<file path="src/sv/twhsm_pkg.sv">
// Shared types, phase codes and constant tables for the two-wire humidity sensor master.
// No dependencies; imported by twhsm_seq, two_wire_humidity_sensor_master and the testbench files.
package twhsm_pkg;

  // Command selectors carried by a start beat.
  localparam logic [2:0] CMD_CONN_RESET   = 3'd0;
  localparam logic [2:0] CMD_SOFT_RESET   = 3'd1;
  localparam logic [2:0] CMD_MEASURE_TEMP = 3'd2;
  localparam logic [2:0] CMD_MEASURE_HUM  = 3'd3;
  localparam logic [2:0] CMD_READ_STATUS  = 3'd4;
  localparam logic [2:0] CMD_WRITE_STATUS = 3'd5;

  // Command bytes sent on the bus.
  localparam logic [7:0] CODE_SOFT_RESET   = 8'h1e;
  localparam logic [7:0] CODE_MEASURE_TEMP = 8'h03;
  localparam logic [7:0] CODE_MEASURE_HUM  = 8'h05;
  localparam logic [7:0] CODE_READ_STATUS  = 8'h07;
  localparam logic [7:0] CODE_WRITE_STATUS = 8'h06;

  localparam logic [7:0] TPU_RESET = 8'd8;

  typedef enum logic [19:0] {
    PH_IDLE = 20'h00001,
    PH_CRH  = 20'h00002,
    PH_CRL  = 20'h00004,
    PH_TSA  = 20'h00008,
    PH_TSB  = 20'h00010,
    PH_TSC  = 20'h00020,
    PH_TSD  = 20'h00040,
    PH_TSE  = 20'h00080,
    PH_TSF  = 20'h00100,
    PH_WRL  = 20'h00200,
    PH_WRH  = 20'h00400,
    PH_WAL  = 20'h00800,
    PH_WAH1 = 20'h01000,
    PH_WAH2 = 20'h02000,
    PH_WAIT = 20'h04000,
    PH_RDL  = 20'h08000,
    PH_RDH1 = 20'h10000,
    PH_RDH2 = 20'h20000,
    PH_RAL  = 20'h40000,
    PH_RAH  = 20'h80000
  } phase_e;

  typedef struct packed {
    logic       action;
    logic [2:0] command;
    logic [7:0] status_value;
    logic       data_in;
  } in_item_t;

  typedef struct packed {
    logic        clock_level;
    logic        data_level;
    logic        data_drive;
    logic        busy_res;
    logic        done_res;
    logic [1:0]  ack_errors;
    logic [15:0] measured_raw;
    logic        measured_kind;
    logic [7:0]  checksum_byte;
    logic [7:0]  status_read;
  } result_t;

  // Phase length in microseconds.
  function automatic logic [2:0] phase_len(input phase_e p);
    logic [2:0] len;
    case (p)
      PH_CRH, PH_CRL, PH_WRL, PH_WAL, PH_RDL, PH_RAL: len = 3'd1;
      PH_TSA, PH_TSB, PH_TSC, PH_TSE, PH_TSF:         len = 3'd2;
      PH_WAH1, PH_WAH2, PH_RDH1, PH_RDH2:             len = 3'd2;
      PH_TSD, PH_WRH, PH_RAH:                         len = 3'd5;
      default:                                        len = 3'd0;
    endcase
    return len;
  endfunction

  function automatic logic [7:0] cmd_code(input logic [2:0] cmd);
    logic [7:0] code;
    case (cmd)
      CMD_SOFT_RESET:   code = CODE_SOFT_RESET;
      CMD_MEASURE_TEMP: code = CODE_MEASURE_TEMP;
      CMD_MEASURE_HUM:  code = CODE_MEASURE_HUM;
      CMD_READ_STATUS:  code = CODE_READ_STATUS;
      CMD_WRITE_STATUS: code = CODE_WRITE_STATUS;
      default:          code = 8'h00;
    endcase
    return code;
  endfunction

endpackage

</file>
<file path="src/sv/two_wire_humidity_sensor_master.sv">
// Top level of the two-wire humidity sensor master: stream ports and the result register.
// Depends on twhsm_pkg and twhsm_seq.
// A result beat comes from the result register, loaded when its input beat is accepted.
// Throughput: one input beat per cycle unless a result stalls; only the sequencer loops.
// Reset (rst_ni low, asynchronous): bus idle, all stores zero, ticks per microsecond 8.
module two_wire_humidity_sensor_master (
  input  logic        clk_i,
  input  logic        rst_ni,
  input  logic        s_axis_tvalid,
  output logic        s_axis_tready,
  // tdata, low bit up: command[2:0], status_value[10:3], data_in[11], zero[15:12]
  input  logic [15:0] s_axis_tdata,
  // tuser: action[0] (0 = tick, 1 = start command)
  input  logic [0:0]  s_axis_tuser,
  output logic        m_axis_tvalid,
  input  logic        m_axis_tready,
  // tdata, low bit up: clock_level[0], data_level[1], data_drive[2], busy_res[3],
  // done_res[4], ack_errors[6:5], measured_raw[22:7], checksum_byte[30:23],
  // status_read[38:31], zero[39]
  output logic [39:0] m_axis_tdata,
  // tuser: measured_kind[0] (0 = temperature, 1 = humidity)
  output logic [0:0]  m_axis_tuser,
  input  logic        cfg_we_i,
  input  logic [7:0]  cfg_wdata_i
);
  import twhsm_pkg::*;

  in_item_t item;
  result_t  result;
  result_t  out_q;
  logic     out_valid_q, out_valid_d;
  logic     in_accept;

  // The result register holds one beat; a new input beat is taken whenever that beat
  // is leaving or the register is empty, so a tick stream can run at full rate.
  assign s_axis_tready = !out_valid_q || m_axis_tready;
  assign in_accept     = s_axis_tvalid && s_axis_tready;

  assign item.action       = s_axis_tuser[0];
  assign item.command      = s_axis_tdata[2:0];
  assign item.status_value = s_axis_tdata[10:3];
  assign item.data_in      = s_axis_tdata[11];

  twhsm_seq u_seq (
    .clk_i       (clk_i),
    .rst_ni      (rst_ni),
    .step_i      (in_accept),
    .item_i      (item),
    .cfg_we_i    (cfg_we_i),
    .cfg_wdata_i (cfg_wdata_i),
    .result_o    (result)
  );

  always_comb begin
    out_valid_d = out_valid_q;
    if (in_accept) begin
      out_valid_d = 1'b1;
    end else if (m_axis_tready) begin
      out_valid_d = 1'b0;
    end
  end

  always_ff @(posedge clk_i or negedge rst_ni) begin
    if (!rst_ni) begin
      out_valid_q <= 1'b0;
    end else begin
      out_valid_q <= out_valid_d;
    end
  end

  // Payload register needs no reset; it is only looked at while valid.
  always_ff @(posedge clk_i) begin
    if (in_accept) begin
      out_q <= result;
    end
  end

  assign m_axis_tvalid = out_valid_q;
  assign m_axis_tdata  = {1'b0, out_q.status_read, out_q.checksum_byte, out_q.measured_raw,
                          out_q.ack_errors, out_q.done_res, out_q.busy_res,
                          out_q.data_drive, out_q.data_level, out_q.clock_level};
  assign m_axis_tuser  = out_q.measured_kind;

  // A finishing beat always reports the sequencer back at rest.
  a_done_idle : assert property (@(posedge clk_i) disable iff (!rst_ni)
    m_axis_tvalid && m_axis_tdata[4] |-> !m_axis_tdata[3])
    else $error("done reported while still busy");

  // A released data line always reads back as high.
  a_release_high : assert property (@(posedge clk_i) disable iff (!rst_ni)
    m_axis_tvalid && !m_axis_tdata[2] |-> m_axis_tdata[1])
    else $error("released data line not reported high");

  // When idle the bus is parked: clock low and data released.
  a_idle_parked : assert property (@(posedge clk_i) disable iff (!rst_ni)
    m_axis_tvalid && !m_axis_tdata[3] |-> !m_axis_tdata[0] && !m_axis_tdata[2])
    else $error("bus not parked while idle");

  // A stalled result beat must block the input side.
  a_stall_blocks : assert property (@(posedge clk_i) disable iff (!rst_ni)
    m_axis_tvalid && !m_axis_tready |-> !s_axis_tready)
    else $error("input accepted while result stalled");

endmodule

</file>
<file path="src/sv/twhsm_seq.sv">
// Bus sequencer: phase state, microsecond prescaler, shift and counters, result stores.
// Depends on twhsm_pkg; the result it presents reflects the state after the current beat.
module twhsm_seq (
  input  logic               clk_i,
  input  logic               rst_ni,
  input  logic               step_i,
  input  twhsm_pkg::in_item_t item_i,
  input  logic               cfg_we_i,
  input  logic [7:0]         cfg_wdata_i,
  output twhsm_pkg::result_t result_o
);
  import twhsm_pkg::*;

  phase_e      phase_q, phase_d;
  logic [2:0]  cmd_q, cmd_d;
  logic [3:0]  bit_q, bit_d;
  logic [1:0]  byte_q, byte_d;
  logic [2:0]  pd_q, pd_d;
  logic [7:0]  presc_q, presc_d;
  logic [7:0]  shift_q, shift_d;
  logic [1:0]  err_q, err_d;
  logic [15:0] reading_q [2];
  logic [15:0] reading_d [2];
  logic [7:0]  csum_q, csum_d;
  logic [7:0]  status_q, status_d;
  logic        kind_q, kind_d;
  logic [7:0]  tpu_q;

  logic        done;
  logic [8:0]  presc_inc;
  logic [2:0]  pd_inc;
  logic [3:0]  bit_inc;
  logic        last_read_q;
  logic        last_read_d;
  logic        wbit_d;
  logic [7:0]  wbyte_d;

  assign presc_inc   = {1'b0, presc_q} + 9'd1;
  assign pd_inc      = pd_q + 3'd1;
  assign bit_inc     = bit_q + 4'd1;
  assign last_read_q = (cmd_q == CMD_READ_STATUS) ? (byte_q == 2'd1) : (byte_q == 2'd2);

  always_comb begin
    phase_d      = phase_q;
    cmd_d        = cmd_q;
    bit_d        = bit_q;
    byte_d       = byte_q;
    pd_d         = pd_q;
    presc_d      = presc_q;
    shift_d      = shift_q;
    err_d        = err_q;
    reading_d[0] = reading_q[0];
    reading_d[1] = reading_q[1];
    csum_d       = csum_q;
    status_d     = status_q;
    kind_d       = kind_q;
    done         = 1'b0;
    if (step_i) begin
      if (item_i.action) begin
        if (phase_q == PH_IDLE && item_i.command <= CMD_WRITE_STATUS) begin
          cmd_d   = item_i.command;
          shift_d = item_i.status_value;
          err_d   = 2'd0;
          bit_d   = 4'd0;
          byte_d  = 2'd0;
          pd_d    = 3'd0;
          presc_d = 8'd0;
          phase_d = (item_i.command <= CMD_SOFT_RESET) ? PH_CRH : PH_TSA;
        end
      end else if (phase_q == PH_WAIT) begin
        if (!item_i.data_in) begin
          byte_d  = 2'd0;
          bit_d   = 4'd0;
          pd_d    = 3'd0;
          presc_d = 8'd0;
          phase_d = PH_RDL;
        end
      end else if (phase_q != PH_IDLE) begin
        if (presc_inc >= {1'b0, tpu_q}) begin
          presc_d = 8'd0;
          pd_d    = pd_inc;
          if (pd_inc >= phase_len(phase_q)) begin
            pd_d = 3'd0;
            case (phase_q)
              PH_CRH: phase_d = PH_CRL;
              PH_CRL: begin
                if (bit_inc >= 4'd9) begin
                  bit_d   = 4'd0;
                  phase_d = PH_TSA;
                end else begin
                  bit_d   = bit_inc;
                  phase_d = PH_CRH;
                end
              end
              PH_TSA: phase_d = PH_TSB;
              PH_TSB: phase_d = PH_TSC;
              PH_TSC: phase_d = PH_TSD;
              PH_TSD: phase_d = PH_TSE;
              PH_TSE: phase_d = PH_TSF;
              PH_TSF: begin
                if (cmd_q == CMD_CONN_RESET) begin
                  phase_d = PH_IDLE;
                  done    = 1'b1;
                end else begin
                  bit_d   = 4'd0;
                  byte_d  = 2'd0;
                  phase_d = PH_WRL;
                end
              end
              PH_WRL: phase_d = PH_WRH;
              PH_WRH: begin
                if (bit_inc >= 4'd8) begin
                  bit_d   = 4'd0;
                  phase_d = PH_WAL;
                end else begin
                  bit_d   = bit_inc;
                  phase_d = PH_WRL;
                end
              end
              PH_WAL: phase_d = PH_WAH1;
              PH_WAH1: begin
                // A high data line at the sample point is a missing acknowledge.
                if (item_i.data_in && err_q != 2'd3) begin
                  err_d = err_q + 2'd1;
                end
                phase_d = PH_WAH2;
              end
              PH_WAH2: begin
                if (cmd_q == CMD_WRITE_STATUS && byte_q == 2'd0) begin
                  byte_d  = 2'd1;
                  bit_d   = 4'd0;
                  phase_d = PH_WRL;
                end else if (cmd_q == CMD_MEASURE_TEMP || cmd_q == CMD_MEASURE_HUM) begin
                  phase_d = PH_WAIT;
                end else if (cmd_q == CMD_READ_STATUS) begin
                  byte_d  = 2'd0;
                  bit_d   = 4'd0;
                  phase_d = PH_RDL;
                end else begin
                  phase_d = PH_IDLE;
                  done    = 1'b1;
                end
              end
              PH_RDL: phase_d = PH_RDH1;
              PH_RDH1: begin
                shift_d = {shift_q[6:0], item_i.data_in};
                phase_d = PH_RDH2;
              end
              PH_RDH2: begin
                if (bit_inc >= 4'd8) begin
                  bit_d   = 4'd0;
                  phase_d = PH_RAL;
                  if (cmd_q == CMD_READ_STATUS) begin
                    if (byte_q == 2'd0) begin
                      status_d = shift_q;
                    end else begin
                      csum_d = shift_q;
                    end
                  end else if (byte_q == 2'd0) begin
                    kind_d = (cmd_q == CMD_MEASURE_HUM);
                    reading_d[cmd_q == CMD_MEASURE_HUM] = {shift_q, 8'h00};
                  end else if (byte_q == 2'd1) begin
                    reading_d[kind_q] = reading_q[kind_q] | {8'h00, shift_q};
                  end else begin
                    csum_d = shift_q;
                  end
                end else begin
                  bit_d   = bit_inc;
                  phase_d = PH_RDL;
                end
              end
              PH_RAL: phase_d = PH_RAH;
              PH_RAH: begin
                if (last_read_q) begin
                  phase_d = PH_IDLE;
                  done    = 1'b1;
                end else begin
                  byte_d  = byte_q + 2'd1;
                  phase_d = PH_RDL;
                end
              end
              default: phase_d = PH_IDLE;
            endcase
          end
        end else begin
          presc_d = presc_inc[7:0];
        end
      end
    end
  end

  // Bus drive is decoded from the state this beat leaves behind.
  assign last_read_d = (cmd_d == CMD_READ_STATUS) ? (byte_d == 2'd1) : (byte_d == 2'd2);
  assign wbyte_d     = (byte_d == 2'd0) ? cmd_code(cmd_d) : shift_d;
  assign wbit_d      = wbyte_d[3'd7 - bit_d[2:0]];

  always_comb begin
    result_o.clock_level = 1'b0;
    result_o.data_level  = 1'b1;
    result_o.data_drive  = 1'b0;
    case (phase_d)
      PH_CRH, PH_TSB, PH_TSF: begin
        result_o.clock_level = 1'b1;
        result_o.data_drive  = 1'b1;
      end
      PH_CRL, PH_TSA: result_o.data_drive = 1'b1;
      PH_TSC, PH_TSE: begin
        result_o.clock_level = 1'b1;
        result_o.data_level  = 1'b0;
        result_o.data_drive  = 1'b1;
      end
      PH_TSD: begin
        result_o.data_level = 1'b0;
        result_o.data_drive = 1'b1;
      end
      PH_WRL: begin
        result_o.data_level = wbit_d;
        result_o.data_drive = 1'b1;
      end
      PH_WRH: begin
        result_o.clock_level = 1'b1;
        result_o.data_level  = wbit_d;
        result_o.data_drive  = 1'b1;
      end
      PH_WAH1, PH_WAH2, PH_RDH1, PH_RDH2: result_o.clock_level = 1'b1;
      PH_RAL: begin
        result_o.data_level = last_read_d;
        result_o.data_drive = 1'b1;
      end
      PH_RAH: begin
        result_o.clock_level = 1'b1;
        result_o.data_level  = last_read_d;
        result_o.data_drive  = 1'b1;
      end
      default: ;
    endcase
    result_o.busy_res      = (phase_d != PH_IDLE);
    result_o.done_res      = done;
    result_o.ack_errors    = err_d;
    result_o.measured_raw  = reading_d[kind_d];
    result_o.measured_kind = kind_d;
    result_o.checksum_byte = csum_d;
    result_o.status_read   = status_d;
  end

  always_ff @(posedge clk_i or negedge rst_ni) begin
    if (!rst_ni) begin
      phase_q      <= PH_IDLE;
      cmd_q        <= 3'd0;
      bit_q        <= 4'd0;
      byte_q       <= 2'd0;
      pd_q         <= 3'd0;
      presc_q      <= 8'd0;
      shift_q      <= 8'd0;
      err_q        <= 2'd0;
      reading_q[0] <= 16'd0;
      reading_q[1] <= 16'd0;
      csum_q       <= 8'd0;
      status_q     <= 8'd0;
      kind_q       <= 1'b0;
      tpu_q        <= TPU_RESET;
    end else begin
      phase_q      <= phase_d;
      cmd_q        <= cmd_d;
      bit_q        <= bit_d;
      byte_q       <= byte_d;
      pd_q         <= pd_d;
      presc_q      <= presc_d;
      shift_q      <= shift_d;
      err_q        <= err_d;
      reading_q[0] <= reading_d[0];
      reading_q[1] <= reading_d[1];
      csum_q       <= csum_d;
      status_q     <= status_d;
      kind_q       <= kind_d;
      if (cfg_we_i) begin
        tpu_q <= cfg_wdata_i;
      end
    end
  end

endmodule

</file>
<file path="config.mk">
export PLATFORM = sky130hd
export DESIGN_NAME = two_wire_humidity_sensor_master
export DESIGN_NICKNAME = d
export VERILOG_FILES = /design/src/sv/twhsm_pkg.sv /design/src/sv/two_wire_humidity_sensor_master.sv /design/src/sv/twhsm_seq.sv
export SDC_FILE = /design/constraint.sdc
export NUM_CORES = 1
export LEC_CHECK = 0
export CORE_ASPECT_RATIO = 1.75
export CORE_UTILIZATION = 29
export CTS_CLUSTER_DIAMETER = 30
export CTS_CLUSTER_SIZE = 20
export DETAILED_ROUTE_END_ITERATION = 16
export DONT_BUFFER_PORTS = 1
export GPL_TIMING_DRIVEN = 0
export PLACE_DENSITY = 0.49
export SKIP_LAST_GASP = 1
export SLEW_MARGIN = 15
export SYNTH_ARGS = -nofsm -noshare
export SYNTH_HDL_FRONTEND = slang
export SYNTH_HIERARCHICAL = 1
export SYNTH_SLANG_ARGS = --single-unit
</file>
<file path="constraint.sdc">
create_clock -name clk_i -period 5.8 [get_ports clk_i]
set_input_delay 1.16 -clock clk_i [delete_from_list [all_inputs] [get_ports clk_i]]
set_output_delay 1.16 -clock clk_i [all_outputs]
set_load 0.1 [all_outputs]
</file>
Yosys cells after proc, flatten, opt, wreduce, memory -nomap -nowiden
Cells that the tools add are included.
{ "classes": {"n_eq_ne": 57, "reduce_logical": 30, "muxes": 158, "n_bitwise": 7, "div": 0, "multipliers": 0, "n_shift": 0, "n_addsub": 6, "order_cmp": 12} }
{ "op_table": {"columns": ["op", "count"], "rows": [
  ["case mux 20 bit (18 select lines)", 1],
  ["2-to-1 mux 32 bit", 11],
  ["2-to-1 mux 8 bit", 37],
  ["2-to-1 mux 20 bit", 10],
  ["2-to-1 mux 16 bit", 10],
  ["bitwise mux 32 bit", 2],
  ["2-to-1 mux 4 bit", 15],
  ["2-to-1 mux 3 bit", 16],
  ["2-to-1 mux 2 bit", 22],
  ["equality test 20 x 10 -> 1 bit (second input constant)", 2],
  ["equality test 20 x 11 -> 1 bit (second input constant)", 2],
  ["equality test 20 x 13 -> 1 bit (second input constant)", 2],
  ["equality test 20 x 14 -> 1 bit (second input constant)", 2],
  ["equality test 20 x 17 -> 1 bit (second input constant)", 2],
  ["equality test 20 x 18 -> 1 bit (second input constant)", 2],
  ["equality test 20 x 19 -> 1 bit (second input constant)", 2],
  ["equality test 20 x 2 -> 1 bit (second input constant)", 2],
  ["equality test 20 bit (second input constant)", 2],
  ["equality test 20 x 3 -> 1 bit (second input constant)", 2],
  ["equality test 20 x 4 -> 1 bit (second input constant)", 2],
  ["equality test 20 x 5 -> 1 bit (second input constant)", 2],
  ["equality test 20 x 6 -> 1 bit (second input constant)", 2],
  ["equality test 20 x 7 -> 1 bit (second input constant)", 2],
  ["equality test 20 x 8 -> 1 bit (second input constant)", 2],
  ["other kinds (62)", 116]
]} }
{ "totals": {"reg_bits": 148, "latchBits": 0, "n_memories": 0, "rom_bits": 0, "ramBits": 0, "elab_cells": 296, "out_inout_bits": 43} }

Longest topological paths before layout
Gate-level depths: netlist of the first run.
{ "depth": {"depth_word": 20, "depth_mapped": 22} }

Cells and area by module
Netlist of the first run, hierarchy kept.
{ "by_module_without_submodules": {"columns": ["mod", "instances", "area_per_inst_um2", "cells_each", "seq_area_each_um2"], "rows": [
  ["twhsm_seq", 1, 7368.3, 773, 2680.1],
  ["two_wire_humidity_sensor_master", 1, 1266.2, 46, 1226.2]
]} }

Worst setup path after synthesis of the first run
No wires, ideal clock.
{ "synth_timing": {"path_type": "input to register", "start": "input m_axis_tready", "end": "register out_q, in the netlist m_axis_tdata[2], data pin", "setup_ns": 0.272, "path_stages": 13, "required_ns": 5.528, "arrival_time_ns": 4.536, "slack_ns": 0.993, "cell_sequence": "nand2b_4 > and2_4 > buf_2 > nand2b_1 > buf_4 > nor2_1 > nand2_1 > o31ai_1 > nor4_2 > and3_1 > nand4_1 > o21ai_1 > or4b_1"} }
{ "synth_rtl": {"columns": ["element", "line", "rtl"], "rows": [
  ["start, declared", "two_wire_humidity_sensor_master.sv:16", "input logic m_axis_tready,"],
  ["end signal, assigned", "two_wire_humidity_sensor_master.sv:74", "out_q <= result;"],
  ["end, declared", "two_wire_humidity_sensor_master.sv:30", "result_t out_q;"]
]} }

==> results of run 1 <==
==> layer usage <==
layer	wire length [um]	vias to the layer above	track usage [%]
li1	-	3131	-
met3	1200	92	3.99
met1	9590	3301	17.7
met4	1910	0	14.4
met2	14800	223	34.5
met5	0	-	0
==> power groups by stage <==
stage	Combinational, uW	Sequential, uW	Clock, uW
6_report	735	1300	1150
5_1_grt	793	1310	1210
4_1_cts	689	1300	1180
3_5_place_dp	676	1320	0
3_3_place_gp	672	1320	0
2_1_floorplan	491	1280	0
==> state kept, by name (all words and copies together), names as in the netlist, 2 cells and up <==
name,flops
m_axis_tdata,39
u_seq/bit_q,4
u_seq/byte_q,2
u_seq/cmd_q,3
u_seq/csum_q,8
u_seq/err_q,2
u_seq/pd_q,3
u_seq/phase_q,20
u_seq/presc_q,8
u_seq/reading_q,32
u_seq/shift_q,8
u_seq/status_q,8
u_seq/tpu_q,8
==> metrics by stage <==
| step | instance area, um^2 | worst slack, ns | TNS, ns |
|---|---|---|---|
| after global placement | 9110 | -0.461 | -4.89 |
| after global routing | 9880 | -0.00760 | -0.00760 |
| after floorplan | 8630 | 0.993 | 0 |
| final | 9880 | 0.200 | 0 |
| after detailed placement | 9110 | -0.507 | -4.72 |
| after CTS | 9760 | 0.00104 | 0 |
==> worst max-delay path, cell delays in order (launching register included) <==
cell	delay [ns]
dfrtp_1	0.40
buf_6	0.16
nor4_4	0.36
buf_4	0.26
nand4_1	0.16
clkbuf_1	0.33
or3_1	0.48
nand4_1	0.16
ha_1	0.24
nand2b_1	0.14
a211o_1	0.31
o221a_2	0.17
o211a_1	0.16
nand2_1	0.43
o31ai_2	0.19
nor4_2	0.50
nand4_1	0.19
nor2_1	0.32
o21ai_0	0.25
o221ai_1	0.16
==> final timing paths <==
path / end / slack (ns)
worst max-delay path: m_axis_tdata[1]$_DFFE_PP_ / 0.20
worst min-delay path: u_seq/tpu_q[0]$_DFFE_PN0P_ / 0.41
worst max register to register: m_axis_tdata[1]$_DFFE_PP_ / 0.20
worst min register to register: u_seq/reading_q[0]$_DFF_PN0_ / 0.46
max in group asynchronous: u_seq/phase_q[0]$_DFF_PN1_ / 5.10
min in group clk_i: u_seq/reading_q[0]$_DFF_PN0_ / 0.46
==> timing repair <==
action / 4_1_cts / 5_1_grt
resized for setup: 9 / 3
endpoints found under the setup margin: 19 / 12
buffers inserted: 0 / 12
hold endpoints to repair: 0 / 0
pin swaps: 0 / 5
==> cells by family after synthesis <==
logic type	share of synthesized area [%]
XOR/XNOR	1.93
AO/OA/AOI/OAI	14.2
flip-flops	45.2
AND/OR/NAND/NOR	23.8
adder cells (fa/ha/maj)	3.04
buffers and inverters	3.70
multiplexers	8.11
other	0.0434
==> layout by cell type (no fill, tap or decap), types with 5 or more instances in the layout <==
cell and instances:
clkbuf_16 17, nor3_2 6, nand4_1 24, ha_1 21
clkbuf_1 12, nand3_1 25, o21ai_1 6, mux2i_1 9
or2_2 5, nor4_1 11, o21a_1 6, nor4_4 9
a21oi_1 24, o31ai_1 5, xor2_1 9, mux2_2 49
inv_1 24, nand3b_1 5, nor2b_1 10, nor3_1 17
and3_1 11, nor2_1 54, nand2b_1 14, inv_6 5
xnor2_1 10, o21ai_0 50, dfrtp_1 106, buf_6 8
and2_1 5, buf_2 8, nor4b_1 7, buf_4 16
o22a_1 5, edfxtp_1 40, nand2_1 85
==> area by class of cell <==
cell class / instances / area share [%]
diodes: 1 / 0.0253
multi-input cells: 610 / 45.3
clock inverters: 15 / 1.79
inverters: 27 / 1.03
plain buffers: 34 / 2.20
flip-flops and latches: 148 / 39.5
clock buffers: 17 / 4.30
repair buffers: 12 / 1.04
well taps: 382 / 4.84
==> key figures, run 1 <==
Routing
  – Starting DRT DRC Count: 368
  – Vias per inst: 5.41
  – Routed via count: around 6,700
  – WL per Instance: 22.1 um
  – Antenna viol nets, final: 0
  – DRC viols: 0
  – DRT Wirelength: 27,500 um
  – Drt pass-1 iters: 8

Clock network
  – H-tree level count: 4
  – Clk_lat worst skew: 0.45 ns
  – Clock-pin slew on the worst setup and hold paths: 0.06 ns
  – Root buf cell: clkbuf_16
  – Clock Path Buffers: 2
  – Hold buffer count at CTS: 0
  – CTS Buf Count: 17
  – CTS tree: built
  – Sink Count: 148

Finish
  – Layout cells sized above 1: 21.4%
  – FF/Latch Area: 0.00391 mm^2
  – Final cell count without fillers: 1,246
  – Fill cells: 3,013
  – Synthesis-to-finish area growth: 14.5%
  – Nets: 901
  – Fin util: 33.7%
  – Multi-input gate area: 0.00447 mm^2

Power and ir drop
  – PwrDens: approximately 320 mW/mm^2
  – Final Power: 3180 uW
  – Gate power share: 23.1%
  – Sequential share of power: roughly 40%
  – Leak: 0.00416 uW
  – Int Pwr: 2070 uW
  – Switch share: 35.0%
  – Clk pwr share: 36.0%
  – Worst vdd ir: 0.000195 V
  – Psw: between 1000 and 1500 uW

Die
  – Core area: 0.0293 mm^2
  – Die ar.: 0.0305 mm^2
  – # IOs: 73
  – Row count: 83
  – Die Y: 230 um
  – Die X-Extent: 132 um
  – Starting Density: 29.5%

Timing
  – Slew @ Worst Pin: 0.941 ns
  – Final Hold Viols: 0
  – FMAX: 179 MHz
  – Hold Slack: 0.410 ns
  – Minimum clock period: 5.60 ns
  – Final Setup Violations: 0
  – Fin. max-slew vios: 0
  – Post-Route Skew: 0.00880 ns
  – Final Cycle Share: 96.6%
  – Max-slew headroom: 37.3%

Setup path
  – CP Capture Type: flop
  – Req. time, crit path: 6.05 ns
  – Kind of critical path: flop to flop
  – Critical R2R Launch: u_seq/phase_q[5]$_DFF_PN0_
  – Crit Path Max Fanout: 10
  – Crit path launch type: flop
  – Start point of the critical path: u_seq/phase_q[5]$_DFF_PN0_
  – Data arrival, critical path: 5.85 ns
  – R2R cell count: 19

GRT
  – First-pass GRT wire length: 42,100 um
  – Remaining Overflow, GRT: 0
  – Total GRT Usage: between 10% and 20%
  – Initial antenna violation count: 1
  – Vias in the first global route: approximately 7,000
  – Largest net degree at the start of global routing: 109

Worst hold path
  – Worst hold path type: input port to async pin

Logic synthesis
  – Top cells by area, synth: dfrtp_1, edfxtp_1, mux2_2
  – Synth Net Count: 870
  – Ys async rst share: 73.0%
  – Top cell type's share of synthesized area: 30.7%
  – Syn Area/Cell: ~11 um^2
  – Count of state elements after synthesis: 148
  – Synthesized instance count: 819
  – Synth cell count leaders: dfrtp_1, nand2_1, nor2_1
  – Synth area leader: dfrtp_1
  – Top-count cell post-synth: dfrtp_1
  – Register area share after synthesis: 45.2%
  – Mapped cell area: about 0.0086 mm^2
  – Top_reg_cell synth: dfrtp_1
  – Post-synth EDFFs: 40
  – Netlist cell types: ~100
  – YS warnings: 6

Job
  – Max cap viols: 0

Run status
  – Outcome: completed

Place
  – # port buffers: 0
  – DP HPWL: between 20,000 and 25,000 um
  – GPL Wtd Cong: slightly above 0.9
  – Inst Count DP: 1,201
No activity file was read; power rests on OpenSTA's default activity.
==> run 2: changes to the inputs <==
- PLACE_DENSITY: 0.49 -> 0.47
- clock period: 5.8 -> 6.5 ns (I/O delays scaled with it)
==> key figures, run 2 (synthesis results as in run 1) <==
Die
  – Die ar.: 0.0305 mm^2 (unchanged)
  – Row count: 83 (unchanged)
  – Core area: 0.0293 mm^2 (unchanged)
  – Die X-Extent: 132 um (unchanged)
  – Starting Density: 29.5% (unchanged)
  – Die Y: 230 um (unchanged)
  – # IOs: 73 (unchanged)

Power and ir drop
  – Sequential share of power: 42.6% (+1.7 points)
  – Int Pwr: 1720 uW (-17%)
  – Worst vdd ir: 0.000179 V (-8.1%)
  – Psw: 1000 uW (-9.9%)
  – Switch share: 36.8% (+1.8 points)
  – Leak: 0.00407 uW (-2.2%)
  – Clk pwr share: 35.3% (-0.7 points)
  – PwrDens: 281 mW/mm^2 (-13%)
  – Gate power share: 22.2% (-0.9 points)

Setup path
  – Start point of the critical path: u_seq/phase_q[18]$_DFF_PN0_
  – Crit path cell chain: or4_1, nor4_4, nand2_1, o311ai_0, nor3_1, ha_1, a211o_1, o221a_2, o21a_1, o31ai_4, a221oi_4, and2b_1, nand4_1, a2111oi_0, or4b_1
  – CP Capture Type: flop
  – R2R cell count: 15 (-4)
  – Critical R2R Launch: u_seq/phase_q[18]$_DFF_PN0_
  – Crit path launch type: flop
  – Req. time, crit path: 6.80 ns (+0.75 ns)
  – Data arrival, critical path: 6.40 ns (+0.55 ns)
  – Flop2flop setup slack: 0.41 ns (+0.21 ns)
  – Delay-heaviest family, CP: compound AO/OA/AOI/OAI gates
  – RR Endpoint: m_axis_tdata[2]$_DFFE_PP_
  – Slowest CP cell: a2111oi_0
  – Kind of critical path: flop to flop
  – Buf/Inv on CP: 0 (-3)
  – Crit Path Max Fanout: 7 (-3)
  – Slowest cell delay on critical path: 0.89 ns (+0.39 ns)

Finish
  – Nets: 889 (-1.3%)
  – Most frequent cells in the layout: dfrtp_1, nand2_1, nor2_1, o21ai_0, mux2_2
  – Synthesis-to-finish area growth: 12.2%
  – Max reg flops: 39 (unchanged)
  – Commonest non-fill, non-tap cell in the layout: dfrtp_1
  – Layout cells sized above 1: 20.0% (-1.5 points)
  – Post-route cell area: 0.00969 mm^2 (-1.9%)
  – Fin util: 33.1% (-0.65 points)
  – Antenna diodes: 0 (-1)

Routing
  – Antenna viol nets, final: 0 (unchanged)
  – Top Layer Used: met5
  – WL per Instance: 22.0 um (-0.54%)
  – DRC viols: 0 (unchanged)
  – Starting DRT DRC Count: 326 (-11%)
  – Routed via count: 6,607 (-2.1%)
  – Met3 routed WL: 1280 um (+6.2%)
  – Vias per inst: 5.36 (-1.0%)
  – Met2 WL post-DR: 14,200 um (-3.8%)
  – Drt pass-1 iters: 5 (-3)
  – Wire length on met1: 9810 um (+2.2%)
  – DRT Wirelength: 27,100 um (-1.6%)

Clock network
  – Sink Count: 148 (unchanged)
  – Clock Path Buffers: 2 (unchanged)
  – Cts repair resizes: 0 (-9)
  – Clock-pin slew on the worst setup and hold paths: 0.07 ns (about the same)
  – Hold buffer count at CTS: 0 (unchanged)
  – CTS tree: built
  – Root buf cell: clkbuf_16
  – Post-CTS Setup Inserts: 0 (unchanged)
  – Clk_lat worst skew: 0.44 ns (about the same)
  – CTS Buf Count: 17 (unchanged)
  – H-tree level count: 4 (unchanged)

Timing
  – Post-route setup TNS: 0 ns (unchanged)
  – Minimum clock period: 6.09 ns (+0.494 ns)
  – Final Cycle Share: 93.8% (-2.8 points)
  – Max-slew headroom: 36.4% (-0.87 points)
  – Hold Slack: 0.457 ns (+0.0474 ns)
  – Fin. max-slew vios: 0 (unchanged)
  – Slew @ Worst Pin: 0.930 ns (-0.0111 ns)
  – Final Hold Viols: 0 (unchanged)
  – Post-Route Skew: 0.00674 ns (-0.00207 ns)
  – RSZ-0062 raised after global routing: no
  – FMAX: 164 MHz (-8.1%)
  – Final Setup Violations: 0 (unchanged)

Place
  – Placed cell areas: 0.00911 mm^2 (unchanged)
  – DP HPWL: 20,300 um (-1.1%)
  – # port buffers: 0 (unchanged)
  – GPL Wtd Cong: 0.919 (-1.1%)

Worst hold path
  – Worst hold path type: flop to flop
  – Hold Crit Start: u_seq/reading_q[3]$_DFF_PN0_
  – WHS Path Cells: 2
  – Hold EP: u_seq/reading_q[3]$_DFF_PN0_

GRT
  – Largest net degree at the start of global routing: 109 (unchanged)
  – Total GRT Usage: 18.3% (-0.31 points)
  – Vias in the first global route: 6,836 (-4.7%)
  – Initial antenna violation count: 1 (unchanged)
  – Remaining Overflow, GRT: 0 (unchanged)
  – First-pass GRT wire length: 41,200 um (-2.3%)

Job
  – Max cap viols: 0 (unchanged)

Run status
  – Outcome: completed
[run 2: changes by cell type in the layout (fill, tap and decap cells not counted), sizes merged]
cell,delta
clkbuf,+1
clkinv,-1
diode,-1
inv,+3
buf,-12
bufinv,-3
[run 2: per-layer routing]
metal | GRT usage, % | vias up
met2 | 33.4 | 220
met1 | 18.1 | 3190
met4 | 13.0 | 2
met5 | 0 | -
li1 | - | 3108
met3 | 4.39 | 87
[run 2: per-stage QoR]
step | total power, uW | instances | setup WS [ns]
6_report | 2730 | 1233 | 0.405
3_5_place_dp | 1780 | 1201 | 0.0699
5_1_grt | 2860 | 1233 | 0.113
4_1_cts | 2760 | 1233 | 0.209
2_1_floorplan | 1580 | 819 | 1.55
3_3_place_gp | 1780 | 1201 | 0.102
[run 2: area by class of cell]
type | instances | area [um^2]
Sequential cell | 148 | 3910
Fill cell | 3024 | 19600
Clock inverter | 14 | 134
Buffer | 34 | 218
Tap cell | 382 | 478
Clock buffer | 18 | 439
Multi-Input combinational cell | 610 | 4420
Inverter | 27 | 101
[run 2: power by group through the flow]
stage	combinational (uW)	clock, uW	sequential [uW]
after floorplan	438	0	1140
after global placement	600	0	1180
after detailed placement	598	0	1180
after CTS	600	997	1160
after global routing	656	1030	1170
final	604	962	1160
[run 2: worst reg2reg max path, stage by stage (launching register included)]
cell and delay (ns):
dfrtp_1 0.47, or4_1 0.76, nor4_4 0.49, nand2_1 0.30
o311ai_0 0.26, nor3_1 0.23, ha_1 0.33, a211o_1 0.13
o221a_2 0.24, o21a_1 0.44, o31ai_4 0.21, a221oi_4 0.50
and2b_1 0.22, nand4_1 0.22, a2111oi_0 0.89, or4b_1 0.26
[run 2: worst max path at each step]
| stage | endpoint | slack [ns] | depth (start not counted) |
|---|---|---|---|
| final | m_axis_tdata[2]$_DFFE_PP_ | 0.41 | 15 |
| after global placement | m_axis_tdata[13]$_DFFE_PP_ | 0.10 | 16 |
| after detailed placement | m_axis_tdata[2]$_DFFE_PP_ | 0.07 | 12 |
| after floorplan | m_axis_tdata[2]$_DFFE_PP_ | 1.55 | 13 |
| after global routing | m_axis_tdata[1]$_DFFE_PP_ | 0.11 | 18 |
| after CTS | m_axis_tdata[13]$_DFFE_PP_ | 0.21 | 16 |
==> run 3: changes to the inputs <==
- CORE_UTILIZATION: 29 -> 55
- PLACE_DENSITY: 0.47 -> 0.74
==> key figures, run 3 (synthesis results as in run 1) <==
Power and ir drop
  – PwrDens: 295 mW/mm^2 (+4.7%)
  – Worst vdd ir: 0.000254 V (+42%)
  – Leak: 0.00409 uW (+0.50%)

Timing
  – Post-route setup TNS: -0.0412 ns (-0.0412 ns)
  – Final WS setup: -0.0412 ns (-0.446 ns)
  – Post-Route Skew: 0.0221 ns (+0.0154 ns)
  – Fin. max-slew vios: 0 (unchanged)
  – Final Hold Viols: 0 (unchanged)
  – RSZ-0062 raised after global routing: no
  – Slew @ Worst Pin: 1.24 ns (+0.312 ns)
  – Final Setup Violations: 1 (+1)
  – FMAX: 153 MHz (-6.8%)
  – Max-slew headroom: 16.5% (-20 points)
  – Final Cycle Share: 101% (+6.9 points)
  – Minimum clock period: 6.54 ns (+0.446 ns)

Routing
  – Drt pass-1 iters: 7 (+2)
  – Antenna viol nets, final: 0 (unchanged)
  – Starting DRT DRC Count: 446 (+37%)
  – Routed via count: 6,910 (+4.6%)
  – DRC viols: 0 (unchanged)
  – DRT Wirelength: 27,100 um (about the same)
  – WL per Instance: 26.1 um (+19%)
  – Vias per inst: 6.66 (+24%)

Setup path
  – Critical R2R Launch: u_seq/phase_q[15]$_DFF_PN0_
  – Req. time, crit path: 6.80 ns (about the same)
  – Flop2flop setup slack: -0.04 ns (-0.45 ns)
  – Kind of critical path: flop to flop
  – RR Endpoint: m_axis_tdata[2]$_DFFE_PP_
  – Data arrival, critical path: 6.84 ns (+0.44 ns)
  – CP Capture Type: flop
  – Crit Path Max Fanout: 10 (+3)
  – Crit path launch type: flop
  – R2R cell count: 15 (unchanged)

GRT
  – Total GRT Usage: 34.0% (+16 points)
  – Initial antenna violation count: 0 (-1)
  – Largest net degree at the start of global routing: 109 (unchanged)
  – Vias in the first global route: 7,220 (+5.6%)
  – Remaining Overflow, GRT: 0 (unchanged)
  – First-pass GRT wire length: 41,400 um (+0.53%)

Place
  – Placed cell areas: 0.00887 mm^2 (-2.7%)
  – GPL Wtd Cong: 0.991 (+7.8%)
  – # port buffers: 0 (unchanged)
  – DP HPWL: 19,700 um (-3.4%)
  – Pre-CTS setup slack: -0.0815 ns (-0.151 ns)
  – Inst Count DP: 1,005 (-16%)

Finish
  – Fill cells: 1,255 (-58%)
  – Nets: 889 (unchanged)
  – Max reg flops: 39 (unchanged)
  – Final cell count without fillers: 1,037 (-16%)
  – Fin util: 61.6% (+28 points)
  – Antenna diodes: 0 (unchanged)
  – FF/Latch Area: 0.00391 mm^2 (unchanged)
  – Most frequent cells in the layout: dfrtp_1, nand2_1, nor2_1, o21ai_0, mux2_2
  – Synthesis-to-finish area growth: 9.75%
  – Layout cells sized above 1: 19.9% (-0.12 points)
  – Multi-input gate area: 0.00441 mm^2 (-0.11%)
  – Post-route cell area: 0.00948 mm^2 (-2.2%)
  – Commonest non-fill, non-tap cell in the layout: dfrtp_1

Clock network
  – Root buf cell: clkbuf_16
  – Cts repair resizes: 0 (unchanged)
  – Post-CTS Setup Inserts: 0 (unchanged)
  – CTS Buf Count: 17 (unchanged)
  – Clk_lat worst skew: 0.43 ns (about the same)
  – CTS tree: built
  – Hold buffer count at CTS: 0 (unchanged)
  – H-tree level count: 4 (unchanged)
  – Sink Count: 148 (unchanged)
  – Clock-pin slew on the worst setup and hold paths: 0.08 ns (about the same)
  – Clock Path Buffers: 2 (unchanged)

Die
  – Die ar.: 0.0162 mm^2 (-47%)
  – Die X-Extent: 96.7 um (-27%)
  – # IOs: 73 (unchanged)
  – Core area: 0.0154 mm^2 (-47%)
  – Starting Density: 56.1% (+27 points)
  – Row count: 60 (-28%)
  – Die Y: 168 um (-27%)

Job
  – Max cap viols: 0 (unchanged)

Worst hold path
  – Hold Crit Start: u_seq/reading_q[2]$_DFF_PN0_
  – Worst hold path type: flop to flop
  – WHS Path Cells: 2 (unchanged)
  – Hold EP: u_seq/reading_q[2]$_DFF_PN0_

Run status
  – Outcome: finished, violations left
  – Violated checks: setup timing
==> run 3: worst max-delay path by stage <==
stage / startpoint / endpoint / cells after the start
after CTS: u_seq/phase_q[15]$_DFF_PN0_ / m_axis_tdata[2]$_DFFE_PP_ / 16
final: u_seq/phase_q[15]$_DFF_PN0_ / m_axis_tdata[2]$_DFFE_PP_ / 15
after detailed placement: m_axis_tready / m_axis_tdata[2]$_DFFE_PP_ / 12
after global routing: u_seq/phase_q[14]$_DFF_PN0_ / m_axis_tdata[14]$_DFFE_PP_ / 16
after global placement: m_axis_tready / m_axis_tdata[2]$_DFFE_PP_ / 12
after floorplan: m_axis_tready / m_axis_tdata[2]$_DFFE_PP_ / 13
==> run 3: area by class of cell <==
cell class                      instances  area share, %
Tap cell                              186           2.46
Buffer                                 34           2.30
Clock buffer                           17           4.49
Clock inverter                         15           1.93
Inverter                               27           1.07
Sequential cell                       148           41.2
Multi-Input combinational cell        610           46.5
==> run 3: metrics by stage <==
step	total power [uW]	hold slack (ns)
2_1_floorplan	1580	0.429
3_3_place_gp	1760	0.440
3_5_place_dp	1770	0.451
4_1_cts	2790	0.469
5_1_grt	2890	0.503
6_report	2790	0.473
==> run 3: critical path, cell delays in order, from the launching register on <==
cell and delay [ns]:
dfrtp_1 0.38, buf_2 0.20, nor4_2 0.67, nand4_1 0.25, o311ai_0 0.86, nor3_1 0.18
ha_1 0.33, a211o_1 0.13, o221a_2 0.25, o21a_1 0.46, o31ai_4 0.24, a221oi_4 0.48
and2b_1 0.22, nand4_1 0.33, a2111oi_1 1.19, or4b_1 0.24
==> run 3: power by group <==
part | internal (uW) | leakage [uW] | switching [uW]
Clock | 525 | 0.000294 | 489
Combinational | 198 | 0.00192 | 421
Sequential | 1010 | 0.00187 | 149
==> run 3: layer usage <==
layer | up-vias | GRT usage (%) | part of all wire [%]
met4 | 0 | 28.7 | 9.1
met5 | - | 0 | 0
met2 | 299 | 58.5 | 51
li1 | 3092 | - | -
met1 | 3409 | 35.2 | 35
met3 | 110 | 6.68 | 5.2
